File: config.mk
export PLATFORM = sky130hd
export DESIGN_NAME = crt_cfg
export DESIGN_NICKNAME = d
export VERILOG_FILES = /design/src/rtl/crt_pkg.sv /design/src/rtl/crt_cfg.sv
export SDC_FILE = /design/constraint.sdc
export NUM_CORES = 1
export LEC_CHECK = 0
export ABC_CLOCK_PERIOD_IN_PS = 1100
export BUFFER_PORTS_ARGS = -buffer_cell sky130_fd_sc_hd__buf_2
export CAP_MARGIN = 25
export CORE_ASPECT_RATIO = 1.4
export CORE_MARGIN = 2
export CORE_UTILIZATION = 47
export CTS_CLUSTER_SIZE = 30
export DETAILED_ROUTE_END_ITERATION = 8
export PLACE_DENSITY = 0.79
export SYNTH_ARGS = -nofsm -noshare
export SYNTH_HDL_FRONTEND = slang
export SYNTH_SLANG_ARGS = --single-unit
File: constraint.sdc
create_clock -name aclk -period 1.1 [get_ports aclk]
set_input_delay 0.22 -clock aclk [delete_from_list [all_inputs] [get_ports aclk]]
set_output_delay 0.22 -clock aclk [all_outputs]
set_load 0.02 [all_outputs]
File: src/rtl/crt_pkg.sv
// Package for the chunk reassembly tracker: field layouts, status codes,
// register indexes and reset values. Used by every file under rtl/.
`default_nettype none
package crt_pkg;

    localparam int HEADER_BYTES   = 24;
    localparam int MAX_CHUNKS_DEF = 4096;
    localparam int WORD_BITS      = 32;
    localparam int BIT_W          = 5;

    localparam logic [31:0] MAGIC_RESET      = 32'h4654_5531;
    localparam logic [15:0] CHUNK_SIZE_RESET = 16'd1200;

    localparam int CFG_IDX_W = 1;
    localparam logic [CFG_IDX_W-1:0] CFG_MAGIC_WORD = 1'b0;
    localparam logic [CFG_IDX_W-1:0] CFG_CHUNK_SIZE = 1'b1;

    localparam logic [2:0] ST_ACCEPTED   = 3'd0;
    localparam logic [2:0] ST_BAD_HEADER = 3'd1;
    localparam logic [2:0] ST_DUPLICATE  = 3'd2;
    localparam logic [2:0] ST_OVER_CAP   = 3'd3;
    localparam logic [2:0] ST_AFTER_DONE = 3'd4;

    // Declared high field first, so that the first field sits in the low bits.
    typedef struct packed {
        logic [63:0] file_bytes;
        logic [31:0] payload_len;
        logic [31:0] chunk_total;
        logic [31:0] seq_num;
        logic [31:0] magic;
        logic [16:0] datagram_len;
    } in_item_t;

    typedef struct packed {
        logic        done_res;
        logic [27:0] bytes_received;
        logic [12:0] chunks_received;
        logic [63:0] expected_size;
        logic        first_chunk;
        logic [15:0] write_length;
        logic [27:0] write_offset;
        logic [2:0]  status;
    } out_item_t;

    localparam int IN_BITS    = $bits(in_item_t);
    localparam int OUT_BITS   = $bits(out_item_t);
    localparam int IN_TDATA_W  = ((IN_BITS + 7) / 8) * 8;
    localparam int OUT_TDATA_W = ((OUT_BITS + 7) / 8) * 8;

    typedef struct packed {
        logic [31:0] magic_word;
        logic [15:0] chunk_size;
    } cfg_t;

endpackage
`default_nettype wire

File: src/rtl/crt_cfg.sv
// Configuration registers of the chunk reassembly tracker.
// Depends on crt_pkg for register indexes and reset values.
`default_nettype none
module crt_cfg (
    input  wire logic                           aclk,
    input  wire logic                           aresetn,
    input  wire logic                           cfg_valid,
    output logic                                cfg_ready,
    input  wire logic [crt_pkg::CFG_IDX_W-1:0]  cfg_index,
    input  wire logic [31:0]                    cfg_data,
    output crt_pkg::cfg_t                       cfg
);

    crt_pkg::cfg_t cfg_reg;

    assign cfg_ready = 1'b1;
    assign cfg       = cfg_reg;

    always_ff @(posedge aclk) begin
        if (!aresetn) begin
            cfg_reg.magic_word <= crt_pkg::MAGIC_RESET;
            cfg_reg.chunk_size <= crt_pkg::CHUNK_SIZE_RESET;
        end else if (cfg_valid) begin
            unique case (cfg_index)
                crt_pkg::CFG_MAGIC_WORD: cfg_reg.magic_word <= cfg_data;
                crt_pkg::CFG_CHUNK_SIZE: cfg_reg.chunk_size <= cfg_data[15:0];
                default: ;
            endcase
        end
    end

endmodule
`default_nettype wire

# Word level (Yosys, flattened, before mapping)
# Index checks and enable logic that the tools add are counted.
# totals
input_bits,36
word_cells,5
output_inout_bits,49
register_bits,48
# classes
reduce_logical,2
n_bitwise,1
# op_table
operator,n
2-bit AND reduction,2
1-bit inverter,1

# Logic depth before layout (Yosys ltp)
# depth
ltp_word,2
mapped_depth,4
mapped_depth_nobuf,2

# Worst setup path after synthesis
# OpenSTA, ideal clock, no wires.
# synth_timing
path_kind,input -> register
start,input aresetn
end,"register cfg_reg, in the netlist cfg[10]"
path_stages,3
required_time_ps,954
setup_time_ps,146
setup_slack_ps,199
path_buffers,2
arrival_time_ps,755
cell_sequence,buf_4 clkbuf_1 o211ai_1
# synth_lines
element,line,rtl
start: declaration,crt_cfg.sv:6,"input wire logic aresetn,"
end: declaration,crt_cfg.sv:14,crt_pkg::cfg_t cfg_reg;
# No word-level cell between the ends.

# Worst setup path after layout
# layout_timing
start,"register cfg_reg, in the netlist cfg[1]"
end,output cfg[1] in the netlist's numbering
# layout_lines
element,line,rtl
end: declaration,crt_cfg.sv:11,output crt_pkg::cfg_t cfg
# No word-level cell between the ends.

==> qor.yml <==
clocking:
  cts_made_buffers: 5
  clk_pin_slew_ps: 80
  cts_setup_buffers: 0
  cts_tree: "done"
  clock-sinks: 48
  h-tree-depth: 2
  cts-root-buf: "clkbuf_8"
  post_cts_resized: 0
  clkLatencyLatePin_ps: 290
  ctsHoldBuffers: 0
  cts_buffer_depth: 2
critical_path:
  end_kind: "primary output"
  crit_start: "cfg[1]"
  critPathKind: "flop to primary output"
  critPathMaxFanout: 2
  worstPathRequired_ps: 880
  cpLargestDelayFamily: "flip-flops"
  crit_chain: "buf_2"
  crit_buf_inv: 1
  cp-start-kind: "flop"
  r2r_start: "cfg[10]"
  slowest_delay_ps: 350
  crit_path_top_delay_cell: "dfxtp_1"
  worstPathArrival_ps: 820
sta:
  clock.fmax_mhz: 965
  finClkSkew_ps: 0
  finalCritPeriodShare: 0.942
  drv_slew: 0
  finalHoldViolations: 0
  fin_crit_ps: 1040
  grt_setup_unrepaired: "no"
  worst_slack_ps: 63.6
  fin_setup_tns_ps: 0
  setup_violations: 0
logic_synthesis:
  netlist_top_cells_area: "dfxtp_1 (48%), mux2i_1 (14%), nand2_1 (9.4%)"
  yosysWarnings: 0
  syn_area_sq_um: 2000
  ys_ff_latch: 48
  syn_inst: 206
  ys.flop_type: "dfxtp_1"
  avgSynthCellArea_sq_um: 9.69
  synth_top_area_frac: 0.481
  yosys.area.top_type: "dfxtp_1"
  synth_nets: 242
  synthArstFlopShare: 0
  synth-edff-count: 0
  seq_area_frac_synth: 0.481
  ys_types: 19
die:
  dieArea_sq_um: 4790
  die_y_um: 81.1
  io_pins: 85
  fp.dieW_um: 59.1
  fp-row-count: 28
  core_area_sq_um: 4170
  initial_utilization: 0.479
pwr:
  ir_worst_vdd_mv: 0.809
  p_leak_nw: 1.27
  power_density_nw_per_um2: 1380
final_layout:
  largest_reg_flops: 48
  final_common_cell: "buf_2"
  diodes: 0
  fin_nets: 321
  syn_to_final_growth_pct: 24.9
  final_cell_mix: "buf_2 (83), nand2_1 (50), dfxtp_1 (48)"
  drive_gt1_frac: 0.389
placed_design:
  gp_congestion: 0.793
  place.port_buffers: 83
  pre_cts_ws_ps: 69.9
  place_hpwl_um: 3020
global_route:
  grt_pass1_vias: 1521
  grt_max_degree: 41
  antenna_found_initial: 0
  grt_pass1_wl_um: 6480
  grt_usage: 0.175
  grt_overflow: 0
worst_hold_path:
  hp-start: "cfg_data[19]"
  hp-class: "input port to flop"
status:
  status: "complete, no violations"
route:
  drt_wl_total_um: 4030
  via_per_inst: 5.05
  first_pass_iters: 4
  drt-initial-drc-count: 35
  wl_per_cell_um: 12.2
  num_vias: 1666
  ant_nets: 0
  drc: 0
flow_run:
  maxCapViolCount: 0
## metal layers
metal  global-route usage  routed length, um
met5                    0                  0
met2                0.320               2150
met3               0.0366                215
met1                0.191               1590
met4               0.0750                 70
## cells in the mapped netlist (3+ instances only)
cell / count
nand2_1: 50
dfxtp_1: 48
mux2i_1: 27
inv_1: 17
nand3b_1: 13
o211ai_2: 13
buf_2: 9
nand3_1: 4
nand4_1: 4
o211ai_1: 4
o21ai_1: 4
clkbuf_1: 3
## power by group
group / internal, mW / total [mW] / switching (mW)
sequential: 1.84 / 1.88 / 0.0474
combinational: 0.236 / 0.586 / 0.350
clock: 0.433 / 0.972 / 0.540
total: 2.50 / 3.44 / 0.937
## cells by family after synthesis
family | Yosys count | share of synthesized area
other | 1 | 0.00188
buffers and inverters | 35 | 0.0990
AND/OR/NAND/NOR | 74 | 0.176
flip-flops | 48 | 0.481
AO/OA/AOI/OAI | 21 | 0.107
multiplexers | 27 | 0.135
## path summary, 6_finish.rpt
path,slack [ps],depth (start not counted),end
worst max register to register,470,2,cfg[10]
worst min-delay path,170,3,cfg[35]
worst min register to register,460,2,cfg[9]
worst max-delay path,60,1,cfg[1]
## through the flow
step	hold WS [ps]	area [sq um]	utilization	total power, mW	std cells
after floorplan	362	2000	-	2.32	206
after global placement	440	2420	0.580	2.51	323
after detailed placement	449	2420	0.580	2.52	323
after CTS	163	2490	0.598	3.48	330
after global routing	170	2490	0.598	3.60	330
final	168	2490	0.598	3.44	330
## cell type report
class,instances,area [sq um]
fillers,392,1670
multi-input cells,123,843
flip-flops and latches,48,961
inverters,17,63.8
well taps,45,56.3
repair buffers,90,493
clock inverters,1,5.00
clock buffers,6,72.6
## worst register-to-register path: stages, from the launching register on
cell      delay, ps
dfxtp_1         340
inv_1            40
o211ai_1        170
No activity file was read; power rests on OpenSTA's default activity.
