$ cat config.mk
export PLATFORM = sky130hd
export DESIGN_NAME = crt_bitmap
export DESIGN_NICKNAME = d
export VERILOG_FILES = /design/src/rtl/crt_pkg.sv /design/src/rtl/crt_bitmap.sv
export SDC_FILE = /design/constraint.sdc
export NUM_CORES = 2
export LEC_CHECK = 0
export BUFFER_PORTS_ARGS = -buffer_cell sky130_fd_sc_hd__buf_2
export CAP_MARGIN = 20
export CORE_UTILIZATION = 48
export DETAILED_ROUTE_END_ITERATION = 7
export PLACE_DENSITY = 0.67
export SLEW_MARGIN = 10
export SYNTH_ARGS = -nofsm -noshare
export SYNTH_HDL_FRONTEND = slang
export SYNTH_SLANG_ARGS = --single-unit
$ cat constraint.sdc
create_clock -name aclk -period 8.8 [get_ports aclk]
set_clock_uncertainty 0.05 [all_clocks]
set_input_delay 0.88 -clock aclk [delete_from_list [all_inputs] [get_ports aclk]]
set_output_delay 0.88 -clock aclk [all_outputs]
set_load 0.05 [all_outputs]
$ cat src/rtl/crt_pkg.sv
// Package for the chunk reassembly tracker: field layouts, status codes,
// register indexes and reset values. Used by every file under rtl/.
`default_nettype none
package crt_pkg;

    localparam int HEADER_BYTES   = 24;
    localparam int MAX_CHUNKS_DEF = 4096;
    localparam int WORD_BITS      = 32;
    localparam int BIT_W          = 5;

    localparam logic [31:0] MAGIC_RESET      = 32'h4654_5531;
    localparam logic [15:0] CHUNK_SIZE_RESET = 16'd1200;

    localparam int CFG_IDX_W = 1;
    localparam logic [CFG_IDX_W-1:0] CFG_MAGIC_WORD = 1'b0;
    localparam logic [CFG_IDX_W-1:0] CFG_CHUNK_SIZE = 1'b1;

    localparam logic [2:0] ST_ACCEPTED   = 3'd0;
    localparam logic [2:0] ST_BAD_HEADER = 3'd1;
    localparam logic [2:0] ST_DUPLICATE  = 3'd2;
    localparam logic [2:0] ST_OVER_CAP   = 3'd3;
    localparam logic [2:0] ST_AFTER_DONE = 3'd4;

    // Declared high field first, so that the first field sits in the low bits.
    typedef struct packed {
        logic [63:0] file_bytes;
        logic [31:0] payload_len;
        logic [31:0] chunk_total;
        logic [31:0] seq_num;
        logic [31:0] magic;
        logic [16:0] datagram_len;
    } in_item_t;

    typedef struct packed {
        logic        done_res;
        logic [27:0] bytes_received;
        logic [12:0] chunks_received;
        logic [63:0] expected_size;
        logic        first_chunk;
        logic [15:0] write_length;
        logic [27:0] write_offset;
        logic [2:0]  status;
    } out_item_t;

    localparam int IN_BITS    = $bits(in_item_t);
    localparam int OUT_BITS   = $bits(out_item_t);
    localparam int IN_TDATA_W  = ((IN_BITS + 7) / 8) * 8;
    localparam int OUT_TDATA_W = ((OUT_BITS + 7) / 8) * 8;

    typedef struct packed {
        logic [31:0] magic_word;
        logic [15:0] chunk_size;
    } cfg_t;

endpackage
`default_nettype wire

$ cat src/rtl/crt_bitmap.sv
// Received-chunk bitmap: a memory of 32-bit rows with a registered read,
// forwarding of the newest row write, and a clearing pass after reset.
// Depends on crt_pkg for the row width.
`default_nettype none
module crt_bitmap #(
    parameter int MAX_CHUNKS = crt_pkg::MAX_CHUNKS_DEF,
    localparam int ROWS  = (MAX_CHUNKS + crt_pkg::WORD_BITS - 1) / crt_pkg::WORD_BITS,
    localparam int ROW_W = (ROWS > 1) ? $clog2(ROWS) : 1
) (
    input  wire logic                          aclk,
    input  wire logic                          aresetn,
    input  wire logic                          rd_en,
    input  wire logic [ROW_W-1:0]              rd_row,
    input  wire logic                          wr_en,
    input  wire logic [ROW_W-1:0]              wr_row,
    input  wire logic [crt_pkg::WORD_BITS-1:0] wr_word,
    output logic [crt_pkg::WORD_BITS-1:0]      row_word,
    output logic                               busy
);

    logic [crt_pkg::WORD_BITS-1:0] mem [0:ROWS-1];

    logic [crt_pkg::WORD_BITS-1:0] rd_data_reg;
    logic [ROW_W-1:0]              rd_row_reg;
    logic                          lw_valid_reg;
    logic [ROW_W-1:0]              lw_row_reg;
    logic [crt_pkg::WORD_BITS-1:0] lw_word_reg;
    logic                          clr_busy_reg;
    logic [ROW_W-1:0]              clr_cnt_reg;

    assign busy = clr_busy_reg;

    // A row written at the same edge as the read returns stale data, so the
    // newest written row takes precedence over the memory output when its row matches.
    assign row_word = (lw_valid_reg && (lw_row_reg == rd_row_reg)) ? lw_word_reg : rd_data_reg;

    always_ff @(posedge aclk) begin
        if (rd_en) begin
            rd_data_reg <= mem[rd_row];
            rd_row_reg  <= rd_row;
        end
        if (wr_en) begin
            mem[wr_row] <= wr_word;
        end else if (clr_busy_reg) begin
            mem[clr_cnt_reg] <= '0;
        end
        if (wr_en) begin
            lw_row_reg  <= wr_row;
            lw_word_reg <= wr_word;
        end
    end

    always_ff @(posedge aclk) begin
        if (!aresetn) begin
            clr_busy_reg <= 1'b1;
            clr_cnt_reg  <= '0;
            lw_valid_reg <= 1'b0;
        end else begin
            if (clr_busy_reg) begin
                if (clr_cnt_reg == ROW_W'(ROWS - 1)) begin
                    clr_busy_reg <= 1'b0;
                end
                clr_cnt_reg <= clr_cnt_reg + ROW_W'(1);
            end
            if (wr_en) begin
                lw_valid_reg <= 1'b1;
            end
        end
    end

    a_no_access_while_clearing: assert property (@(posedge aclk) disable iff (!aresetn)
        clr_busy_reg |-> (!wr_en && !rd_en))
        else $error("bitmap accessed during clearing pass");

    a_clear_ends_on_last_row: assert property (@(posedge aclk) disable iff (!aresetn)
        (clr_busy_reg && (clr_cnt_reg == ROW_W'(ROWS - 1))) |=> !clr_busy_reg)
        else $error("clearing pass did not end after the last row");

    a_forward_tracks_write: assert property (@(posedge aclk) disable iff (!aresetn)
        wr_en |=> (lw_valid_reg && (lw_row_reg == $past(wr_row))))
        else $error("forwarding register missed a row write");

endmodule
`default_nettype wire

; Word level (Yosys, flattened, before mapping)
; Memory sizes are Yosys's and may differ from the RTL's. A register that Yosys moved wholly into a read port is not among the register bits.
; Index checks and enable logic that the tools add are counted.
[totals]
latchBits = 0
mem_bits_ro = 0
reg_bits = 55
output_inout_bits = 33
mem_bits_rw = 4096
word_cells = 23
inputBits = 50
n_memories = 1
[mem_list]
columns = name, words, word_bits, rd, rd_clocked_by_memory_dff, wr, line_no
row1 = mem, 128, 32, 1, 1, 1, crt_bitmap.sv:21  ; logic [crt_pkg::WORD_BITS-1:0] mem [0:ROWS-1];
[classes]
bitwise = 0
multipliers = 0
eq_ne = 2
add_sub_neg = 1
n_lt_le_gt_ge = 0
n_mux = 11
reduce_logical = 2
div_mod_pow = 0
shift = 0
[ops]
columns = operator, count
row1 = $mux W32, 2
row2 = $reduce_or A32 Y1, 1
row3 = $mux W1, 8
row4 = $add A7 B1 Y7 const B, 1
row5 = $eq A7 B7 Y1, 1
row6 = $eq A7 B7 Y1 const B, 1
row7 = $mux W7, 1
row8 = $logic_and A1 B1 Y1, 1

; Longest topological paths before layout
[logic_depth]
word_depth = 5
mapped_depth = 8
depth_no_buf = 4

; Worst setup path after synthesis
; No wires, ideal clock.
[synth_path]
path_kind = input-to-reg
start = input wr_en
end = memory mem[0][10] in the netlist's numbering (data pin)
stages = 5
required_time_ns = 8.215
arrival_ns = 3.540
path_slack_ns = 4.675
setup_time_ns = 0.535
path_buffers = 3
path_cell_list = nand2b_1 -> clkbuf_1 -> buf_1 -> clkbuf_1 -> and2_1
[synth_between]
elab_chain_cells = 4
[synth_rtl]
columns = item, line_no
row1 = "start, declared", crt_bitmap.sv:14  ; input wire logic wr_en,
row2 = $mux W1, crt_bitmap.sv:42  ; if (wr_en) begin
row3 = $mux W1 (implied by the code), crt_bitmap.sv:45  ; mem[clr_cnt_reg] <= '0;
row4 = $reduce_or A32 Y1 (no line), -
row5 = $mux W32 (no line), -
row6 = "end, declared", crt_bitmap.sv:21
; No other way between the ends.

; Worst setup path in the final report
[layout_path]
start = input wr_en
end = memory mem[61][14] in the netlist's numbering (enable)
[layout_between]
elab_chain_cells = 4
elab_cells_between_ends = 7
cone_classes = mux (6) / reduce/logical (1)
[layout_rtl]
columns = item, line_no
row1 = $mux W1, crt_bitmap.sv:42
row2 = $mux W1 (implied by the code), crt_bitmap.sv:45
row3 = $reduce_or A32 Y1 (no line), -
row4 = $mux W7 (no line) or $mux W1 (tied branches), -
; Several ways; a longest one is shown, not always the timed one.

==> reports/metrics.yaml <==
clock_tree:
  post_cts.repair.setup_buffers: 0
  tritoncts.num_buffers: 408
  cts_buffer_depth: 4
  clk_latency_ns: 0.95
  cts_sinks: 4183
  root_buffer: "clkbuf_16"
  clkSlewWorstSetupHoldPaths_ns: 0.06
  cts_tree: "done"
  cts_max_level: 5
  cts_resized: 0
yosys:
  syn-num-nets: 6229
  synth_adder_area_share: 0.0000786
  synth_compound_area_frac: 0.000731
  synth_top_area_frac: 0.787
  synth_mux_area_frac: 0.195
  yosys.area_share.simple: 0.00644
  syn_area_per_cell_um2: 25.8
  synth_top_family_by_area: "multiplexers"
  seq_area_frac_synth: 0.788
  ys_ff_latch: 4183
  synth_top_area_cell: "edfxtp_1"
  yosys-top-cells-area: "edfxtp_1, mux4_2, mux2_2"
  synth_xor_xnor_area_share: 0.000605
  synth_cell_types: 29
  syn_inst: 6178
  synth_top_flop_cell: "edfxtp_1"
  syn_area_um2: 159000
  synth_edf_count: 4174
  ys.warnings.count: 0
  ys_async_sr_fraction: 0
critical_path:
  path_buf_inv: 4
  crit_end: "mem[61][14]$_DFFE_PP_"
  critPathSlowestCell: "nor2_4"
  critPathLaunch: "wr_en"
  worst-r2r-setup-slack_ns: 4.65
  reg2reg_depth: 6
  cp_cell_sequence: "buf_2 > buf_4 > nand2b_2 > buf_4 > mux2i_1 > nand3_2 > buf_4 > nor2_4"
  required_ns: 9.31
  cpPeakStageDelay_ns: 0.87
  start_kind: "primary input"
  cp_top_family: "simple AND/OR/NAND/NOR gates"
  crit_fanout: 45
  path_common_cell: "buf_4"
  path_class: "primary input to flip-flop"
  rr_endpoint: "mem[61][14]$_DFFE_PP_"
  r2r-start: "busy$_SDFF_PN1_"
  cp.arrival_ns: 4.70
  end_kind: "flip-flop"
  path_depth: 8
timing:
  rsz0062_at_grt: "no"
  hold_violations: 0
  slew_headroom: 0.202
  period_needed_ns: 4.19
  setup_viol: 0
  finalCritPeriodShare: 0.476
  fin_tns_setup_ns: 0
  maxSlewViolCount: 0
  worst_pin_slew_ns: 1.20
  fmax_mhz: 239
layout:
  drive_above_1_share: 0.356
  fill_cells: 23590
  largest_register_ffs: 4096
  final_core_util: 0.546
  fin_nets: 6606
  area_growth_pct: 13.3
route:
  drc: 0
  routed_via_density: 6.29
  drtIter0Drc: 9680
  drt_wl_total_um: 387000
  post_drt_wl_per_cell_um: 34.3
  ant_nets: 0
  dr.pass1.iters: 5
  dr_total_vias: 71031
global_routing:
  grt_usage: 0.233
  grt_pass1_vias: 70768
  grt_busiest_layer: "met2"
  grt_pass1_wl_um: 543000
  overflow: 0
  grtUsageMet2: 0.364
  grt_start_max_net_pins: 133
  met1_usage: 0.331
  gr-usage-met3: 0.0450
  antenna_found_initial: 49
placement:
  place.gp.congestion: 0.842
  hpwlAfterDp_um: 218000
  io_buffers: 82
floorplan:
  die_area_um2: 334000
  core.rowCount: 211
  core-area_um2: 330000
  start_util: 0.482
  ios: 83
  die_y_um: 578
  fp.dieW_um: 578
hold_path:
  min_path_type: "primary input to flip-flop"
power:
  power_density_nw_per_um2: 230
  vdd_drop_max_mv: 0.178
  power.leakage_nw: 55.6
run_status:
  status: "finished, final reports clean"
job:
  cap_violations: 0
==> layout make-up <==
class                           count  area, um2  share of cell area
Tap cell                         4366       5460              0.0303
Inverter                            6       22.5            0.000125
Antenna cell                       33       82.6            0.000458
Clock inverter                    259       2500              0.0139
Timing Repair Buffer              290       2860              0.0158
Clock buffer                      489      10600              0.0587
Multi-Input combinational cell   1666      33400               0.185
Sequential cell                  4183     126000               0.696
==> worst min-delay path by stage <==
| stage | startpoint | to | cells past startpoint |
|---|---|---|---|
| final | wr_word[21] | lw_word_reg[21]$_DFFE_PP_ | 1 |
| after global routing | wr_word[11] | lw_word_reg[11]$_DFFE_PP_ | 1 |
| after CTS | wr_word[9] | lw_word_reg[9]$_DFFE_PP_ | 1 |
| after detailed placement | lw_valid_reg$_SDFFE_PN0P_ | lw_valid_reg$_SDFFE_PN0P_ | 1 |
| after global placement | lw_valid_reg$_SDFFE_PN0P_ | lw_valid_reg$_SDFFE_PN0P_ | 1 |
| after floorplan | lw_valid_reg$_SDFFE_PN0P_ | lw_valid_reg$_SDFFE_PN0P_ | 1 |
==> repair_timing <==
| item | in CTS | in global routing |
|---|---|---|
| setup endpoints to repair | 0 | 0 |
| hold buffers | 1 | 0 |
| hold endpoints to repair | 1 | 0 |
==> through the flow <==
stage / total power, mW / instance area [um2] / cells / hold slack [ns] / setup WS [ns]
final: 41.5 / 180000 / 11292 / 0.0677 / 4.61
after global routing: 42.5 / 180000 / 11280 / 0.0490 / 4.51
after CTS: 41.7 / 180000 / 11245 / 0.000367 / 4.55
after detailed placement: 24.8 / 167000 / 10496 / 0.410 / 3.64
after global placement: 24.7 / 166000 / 10474 / 0.414 / 3.64
after floorplan: 23.8 / 159000 / 6178 / 0.390 / 4.68
==> logic make-up after synthesis <==
| family | Yosys count |
|---|---|
| adders and majority gates | 1 |
| and+or+nand+nor | 225 |
| DFF | 4183 |
| buffers and inverters | 329 |
| xor gates and xnor gates | 11 |
| AOI/OAI and AO/OA | 15 |
| muxes | 1414 |
==> worst register-to-register path: cells and delay by family, from the launching register on <==
kind / cells / cell delay (ns)
simple gates: 3 / 1.63
buf+inv: 2 / 1.02
mux: 1 / 0.53
flops: 1 / 0.50
==> cells in the final DEF, fill, tap and decap left out, types with 7 or more instances in the layout <==
cell	instances
clkinv_16	7
buf_4	154
clkinv_1	98
nor2_4	129
a31o_2	9
buf_16	19
xnor2_1	10
mux4_2	1344
dfxtp_1	9
buf_2	76
buf_12	37
clkinvlp_4	20
diode_2	33
bufinv_16	36
nand3_2	8
clkbuf_16	412
mux2_2	65
edfxtp_1	4174
and2_4	32
clkinv_2	75
nand2_1	30
clkbuf_1	77
==> Yosys cell counts (2+ instances only) <==
library cell and number:
edfxtp_1 4174, buf_1 60, mux2i_1 5, a21boi_0 2, a31o_2 9, nor4b_1 3
mux2_2 65, buf_4 10, and2_1 36, xnor2_1 10, mux4_2 1344, nor2_1 129
nor4bb_1 6, or3_1 2, o21ai_0 3, clkbuf_1 179, buf_2 73, nand4_1 5
dfxtp_1 9, nand2_1 30, inv_1 6, nand3_1 11
==> power breakdown <==
group | leakage (nW) | internal (mW) | total (mW) | switching (mW)
Combinational | 11.0 | 0.816 | 2.25 | 1.43
Clock | 6.36 | 9.68 | 17.1 | 7.44
Sequential | 38.3 | 22.1 | 22.1 | 0.0555
==> metal layers <==
layer	wire length [um]	part of all wire
met5	23	0.000059
met4	15100	0.039
met3	36900	0.095
met2	185000	0.48
met1	150000	0.39
Power figures use the tool's default switching activity.
